$ cat src/rtl/ttll_pkg.sv
// Shared constants, codes and control structs for the threshold table lookup.
package ttll_pkg;

   localparam int TABLE_DEPTH = 1024;
   localparam int ADDR_BITS   = $clog2(TABLE_DEPTH);
   localparam int VALUE_BITS  = 32;
   localparam int PTS_BITS    = 11;

   localparam logic [1:0] ACT_WR_ENERGY = 2'd0;
   localparam logic [1:0] ACT_WR_VALUE  = 2'd1;
   localparam logic [1:0] ACT_QUERY     = 2'd2;
   localparam logic [1:0] ACT_UNUSED    = 2'd3;

   localparam logic [1:0] REG_BELOW  = 2'd0;
   localparam logic [1:0] REG_INTERP = 2'd1;
   localparam logic [1:0] REG_AT_TOP = 2'd2;
   localparam logic [1:0] REG_ABOVE  = 2'd3;

   localparam logic CSR_POINTS    = 1'b0;
   localparam logic CSR_THRESHOLD = 1'b1;

   // datapath commands
   localparam logic [3:0] CMD_NONE     = 4'd0;
   localparam logic [3:0] CMD_WR_E     = 4'd1;
   localparam logic [3:0] CMD_WR_V     = 4'd2;
   localparam logic [3:0] CMD_START    = 4'd3;
   localparam logic [3:0] CMD_RD_THR   = 4'd4;
   localparam logic [3:0] CMD_RD_TOP   = 4'd5;
   localparam logic [3:0] CMD_CHECK    = 4'd6;
   localparam logic [3:0] CMD_TAKE_TOP = 4'd7;
   localparam logic [3:0] CMD_SEARCH   = 4'd8;
   localparam logic [3:0] CMD_COMPARE  = 4'd9;
   localparam logic [3:0] CMD_RD_HI    = 4'd10;
   localparam logic [3:0] CMD_PREP     = 4'd11;
   localparam logic [3:0] CMD_MULT     = 4'd12;
   localparam logic [3:0] CMD_DIV      = 4'd13;
   localparam logic [3:0] CMD_FIX      = 4'd14;
   localparam logic [3:0] CMD_LOAD     = 4'd15;

   typedef struct packed {
      logic [3:0] op;
   } ttll_cmd_type;

   typedef struct packed {
      logic below;
      logic in_range;
      logic at_top;
      logic search_done;
      logic out_free;
   } ttll_status_type;

endpackage

$ cat src/rtl/ttll_ctrl.sv
// Query sequencer: accepts words and steps the datapath through a lookup.
module ttll_ctrl (
   input  logic                      clock,
   input  logic                      reset,
   input  logic                      req_valid,
   input  logic [1:0]                req_action,
   output logic                      req_stall,
   input  ttll_pkg::ttll_status_type status,
   output ttll_pkg::ttll_cmd_type    cmd
);
   import ttll_pkg::*;

   localparam logic [3:0] S_IDLE = 4'd0;
   localparam logic [3:0] S_RTHR = 4'd1;
   localparam logic [3:0] S_RTOP = 4'd2;
   localparam logic [3:0] S_CHK  = 4'd3;
   localparam logic [3:0] S_VTOP = 4'd4;
   localparam logic [3:0] S_SRCH = 4'd5;
   localparam logic [3:0] S_SCMP = 4'd6;
   localparam logic [3:0] S_RHI  = 4'd7;
   localparam logic [3:0] S_PREP = 4'd8;
   localparam logic [3:0] S_MULT = 4'd9;
   localparam logic [3:0] S_DIV  = 4'd10;
   localparam logic [3:0] S_FIX  = 4'd11;
   localparam logic [3:0] S_FIN  = 4'd12;

   logic [3:0] state_ff, state_in;
   logic [4:0] cnt_ff, cnt_in;

   assign req_stall = (state_ff != S_IDLE);

   always_comb begin
      state_in = state_ff;
      cnt_in   = cnt_ff;
      cmd.op   = CMD_NONE;
      case (state_ff)
         S_IDLE: begin
            if (req_valid) begin
               case (req_action)
                  ACT_WR_ENERGY: cmd.op = CMD_WR_E;
                  ACT_WR_VALUE:  cmd.op = CMD_WR_V;
                  ACT_QUERY: begin
                     cmd.op   = CMD_START;
                     state_in = S_RTHR;
                  end
                  default: cmd.op = CMD_NONE;
               endcase
            end
         end
         S_RTHR: begin
            cmd.op   = CMD_RD_THR;
            state_in = S_RTOP;
         end
         S_RTOP: begin
            cmd.op   = CMD_RD_TOP;
            state_in = S_CHK;
         end
         S_CHK: begin
            cmd.op = CMD_CHECK;
            if (status.in_range) state_in = S_SRCH;
            else if (status.at_top) state_in = S_VTOP;
            else state_in = S_FIN;
         end
         S_VTOP: begin
            cmd.op   = CMD_TAKE_TOP;
            state_in = S_FIN;
         end
         S_SRCH: begin
            cmd.op   = CMD_SEARCH;
            state_in = status.search_done ? S_RHI : S_SCMP;
         end
         S_SCMP: begin
            cmd.op   = CMD_COMPARE;
            state_in = S_SRCH;
         end
         S_RHI: begin
            cmd.op   = CMD_RD_HI;
            state_in = S_PREP;
         end
         S_PREP: begin
            cmd.op   = CMD_PREP;
            state_in = S_MULT;
         end
         S_MULT: begin
            cmd.op   = CMD_MULT;
            cnt_in   = '0;
            state_in = S_DIV;
         end
         S_DIV: begin
            cmd.op = CMD_DIV;
            cnt_in = cnt_ff + 5'd1;
            if (cnt_ff == 5'd31) state_in = S_FIX;
         end
         S_FIX: begin
            cmd.op   = CMD_FIX;
            state_in = S_FIN;
         end
         S_FIN: begin
            if (status.out_free) begin
               cmd.op   = CMD_LOAD;
               state_in = S_IDLE;
            end
         end
         default: state_in = S_IDLE;
      endcase
   end

   always_ff @(posedge clock) begin
      if (reset) begin
         state_ff <= S_IDLE;
         cnt_ff   <= '0;
      end else begin
         state_ff <= state_in;
         cnt_ff   <= cnt_in;
      end
   end

endmodule

$ cat config.mk
export PLATFORM = sky130hd
export DESIGN_NAME = ttll_ctrl
export DESIGN_NICKNAME = d
export VERILOG_FILES = /design/src/rtl/ttll_pkg.sv /design/src/rtl/ttll_ctrl.sv
export SDC_FILE = /design/constraint.sdc
export NUM_CORES = 1
export LEC_CHECK = 0
export BUFFER_PORTS_ARGS = -buffer_cell sky130_fd_sc_hd__buf_2
export CAP_MARGIN = 0
export CORE_AREA = 2 2 39 41
export DETAILED_ROUTE_END_ITERATION = 12
export DIE_AREA = 0 0 41 43
export PLACE_DENSITY = 0.74
export SETUP_SLACK_MARGIN = 0.02
export SYNTH_ARGS = -nofsm -noshare
export SYNTH_HDL_FRONTEND = slang
export SYNTH_SLANG_ARGS = --single-unit
$ cat constraint.sdc
create_clock -name clock -period 3.6 [get_ports clock]
set_input_delay 0.36 -clock clock [delete_from_list [all_inputs] [get_ports clock]]
set_output_delay 0.36 -clock clock [all_outputs]
set_load 0.1 [all_outputs]
# Yosys cells after proc, flatten, opt, wreduce, memory -nomap -nowiden
# Cells that the tools add are included.
[totals]
register_bits = 9
in_bits = 10
word_cells = 41
[op_classes]
add_sub_neg = 1
eq_ne = 19
mux = 13
n_reduce_logical = 6
[ops]
columns = ["operator", "count"]
rows = [
  ["$pmux W4 S13", 1],
  ["$pmux W4 S12", 1],
  ["$mux W4", 7],
  ["$eq A4 B4 Y1 const B", 5],
  ["$eq A4 B3 Y1 const B", 4],
  ["$pmux W5 S2", 1],
  ["$eq A4 B2 Y1 const B", 2],
  ["$ne A2 B2 Y1 const B", 3],
  ["$pmux W2 S3", 1],
  ["$add A5 B1 Y5 const B", 1],
  ["$eq A5 B5 Y1 const B", 1],
  ["$eq A4 B1 Y1 const B", 1],
  ["$logic_not A4 Y1", 1],
  ["$reduce_and A4 Y1", 1],
  ["$reduce_bool A4 Y1", 1],
  ["$eq A2 B1 Y1 const B", 1],
  ["$eq A2 B2 Y1 const B", 1],
  ["$logic_not A2 Y1", 1],
  ["$mux W2", 1],
  ["$ne A2 B1 Y1 const B", 1],
  ["$reduce_bool A2 Y1", 1],
  ["$reduce_or A2 Y1", 1],
  ["$mux W1", 1],
]

# Depth between registers and ports, before layout
[logic_depth]
ltp_word = 4
mapped_depth = 7

# Worst setup path after synthesis
# OpenSTA, ideal clock, no wires.
[synth_timing]
path_type = "register to output"
startpoint = "reg state_ff[3]"
endpoint = "out cmd[0] (netlist name)"
t_arrival_ns = 2.765
path_slack_ns = 0.475
stages_incl_launch_ff = 4
path_buffers = 1
path_cell_list = "dfxtp_1 > clkbuf_1 > a2111oi_0 > nor3_1"
[synth_lines]
columns = ["item", "line_no", "rtl"]
rows = [
  ["start: declaration", "ttll_ctrl.sv:27", "logic [3:0] state_ff, state_in;"],
  ["start signal: assignment", "ttll_ctrl.sv:113", "state_ff <= state_in;"],
  ["end: declaration", "ttll_ctrl.sv:9", "output ttll_pkg::ttll_cmd_type cmd"],
]

==> results.py <==
metrics = {
    "power": {
        "ir_worst_vdd_mv": 0.598,
        "p_per_area_nw_per_um2": 904,
        "leakage_nw": 0.295,
    },
    "grt": {
        "grt_pass1_vias": 512,
        "grt_max_degree": 20,
        "grt-ovfl-total": 0,
        "grt_use_total": 0.179,
        "antenna_found_initial": 0,
        "grt_first_pass_wirelength_um": 2080,
    },
    "die": {
        "rows": 14,
        "die_y_um": 43,
        "io-pin-count": 15,
        "die-area_um2": 1760,
        "start_util": 0.482,
        "coreArea_um2": 1380,
        "die_w_um": 41,
    },
    "status": {
        "status": "finished clean",
    },
    "routing": {
        "drc": 0,
        "ant_nets": 0,
        "routed_wl_um": 1210,
        "drtIter0Drc": 16,
        "num_vias": 620,
        "post_drt_wl_per_cell_um": 11.1,
        "post_drt_via_cell_ratio": 5.69,
        "drt-pass1-iter-count": 4,
    },
    "final_layout": {
        "mostFrequentLayoutCell": "buf_2",
        "drive_gt1_frac": 0.226,
        "nNetsFinal": 107,
        "final_cell_mix": "buf_2 (13), dfxtp_1 (9), a21oi_1 (8), nand2_1 (7), nor2_1 (6)",
        "final_cells": 109,
        "n_antenna_cell": 0,
        "synthToLayoutAreaGrowth_pct": 9.76,
    },
    "flow_run": {
        "cap_viol_max_count": 0,
    },
    "synth": {
        "ys_async_sr_fraction": 0,
        "avgSynthCellArea_um2": 8.03,
        "yosys_warnings": 0,
        "syn_inst": 83,
        "syn_nets": 96,
        "synth-edff-count": 0,
        "yosysSeqAreaShare": 0.270,
        "ys_ff_latch": 9,
        "synthFlopType": "dfxtp_1",
        "netlist_area_um2": 667,
        "yosysUniqueCellTypes": 39,
    },
    "cts": {
        "cts_setup_buffers": 0,
        "clockBufferDepth": 2,
        "cts_buffers": 3,
        "htreeDepth": 1,
        "cts_tree": "built",
        "cts_hold_buf": 0,
        "cts_resized": 0,
        "path_clk_slew_ns": 0.05,
        "clock-root-buffer": "clkbuf_4",
        "clock_latency_ns": 0.26,
        "clock_sinks": 9,
    },
    "place": {
        "port_buffers": 13,
        "dp_hpwl_um": 920,
        "routabilityCongestion": 0.755,
        "placed_cells_incl_taps": 105,
    },
    "worst_hold_path": {
        "hold_class": "primary input to register",
    },
    "worst_setup_path": {
        "cp.arrival_ns": 1.77,
        "start_kind": "register",
        "crit_chain": "o31ai_1, nand2_1, o2bb2ai_1, buf_2",
        "critPathSlowestCell": "dfxtp_1",
        "slowest_delay_ns": 0.69,
        "worst_setup_path_end_kind": "primary output",
        "required_ns": 3.24,
        "critical_path.top_delay_family": "flip-flops",
        "cp_max_fo": 19,
        "critPathKind": "register to primary output",
        "crit_buf_inv": 1,
    },
    "timing": {
        "maxSlewHeadroom": 0.605,
        "finalHoldViolCount": 0,
        "setup_violations": 0,
        "min_period_ns": 2.13,
        "worst_pin_slew_ns": 0.591,
        "post-route-period-util": 0.591,
        "setup_tns_ns": 0,
        "fmax_mhz": 470,
        "slew_violations": 0,
        "clock-skew-final_ns": 0.00618,
        "rsz0062_at_grt": "no",
    },
}
==> path summary, 6_finish.rpt <==
kind	end	slack (ns)	from	cells past startpoint
hold reg to reg	cnt_ff[4]	0.51	cnt_ff[4]	2
hold / removal	cnt_ff[3]	0.40	reset	2
setup reg to reg	state_ff[3]	1.83	cnt_ff[0]	7
setup / recovery	cmd[1]	1.47	state_ff[2]	4
==> cells in the mapped netlist (3+ instances only) <==
cell	number	area, um2
nor3_1	3	15.0
nand2b_1	3	18.8
o21ai_0	3	15.0
inv_1	5	18.8
a21oi_1	8	40.0
nand2_1	7	26.3
ha_1	3	37.5
dfxtp_1	9	180
nor2_1	6	22.5
==> worst register-to-register path, delay by kind of cell, from the launching register on <==
kind / cells / cell delay [ns]
compound gates: 2 / 0.38
fa+ha+maj: 2 / 0.41
flops: 1 / 0.35
mux: 1 / 0.21
simple gates: 2 / 0.35
==> power breakdown <==
group / total, mW / internal [mW] / switching [mW]
Combinational: 0.430 / 0.0875 / 0.343
Sequential: 0.157 / 0.114 / 0.0436
Clock: 0.0741 / 0.0425 / 0.0316
Total: 0.661 / 0.244 / 0.418
==> logic make-up (layout without fill, tap and decap cells) <==
| group | count (synthesis) | in the layout | synth area share |
|---|---|---|---|
| adders and majority gates | 3 | 3 | 0.0563 |
| AOI/OAI and AO/OA | 27 | 27 | 0.300 |
| muxes | 2 | 2 | 0.0300 |
| and+or+nand+nor | 29 | 29 | 0.233 |
| DFF | 9 | 9 | 0.270 |
| buffers and inverters | 12 | 22 | 0.0976 |
| xor gates and xnor gates | 1 | 1 | 0.0131 |
==> per-layer routing <==
metal | wire, um | part of all wire | GRT usage
met3 | 41 | 0.034 | 0.0628
met1 | 565 | 0.47 | 0.216
met5 | 0 | 0 | 0
met2 | 587 | 0.49 | 0.263
met4 | 15 | 0.012 | 0.100
==> registers in the layout, indices dropped and copies added, names as in the netlist <==
| name | cells |
|---|---|
| state_ff | 4 |
| cnt_ff | 5 |
==> area by class of cell <==
| class | count | area, um2 |
|---|---|---|
| clock buffers | 4 | 26.3 |
| repair buffers | 13 | 65.1 |
| multi-input cells | 62 | 422 |
| well taps | 16 | 20.0 |
| fillers | 150 | 652 |
| flip-flops and latches | 9 | 180 |
| inverters | 5 | 18.8 |
==> through the flow <==
stage	utilization	setup slack, ns	hold slack (ns)	power (mW)	instance area, um2
finish	0.529	1.47	0.395	0.661	732
CTS	0.529	1.46	0.391	0.668	732
global placement	0.510	1.68	0.501	0.588	706
detailed placement	0.510	1.66	0.508	0.591	706
floorplan	-	0.475	0.484	0.542	667
global route	0.529	1.35	0.404	0.702	732
Power figures use the tool's default switching activity.
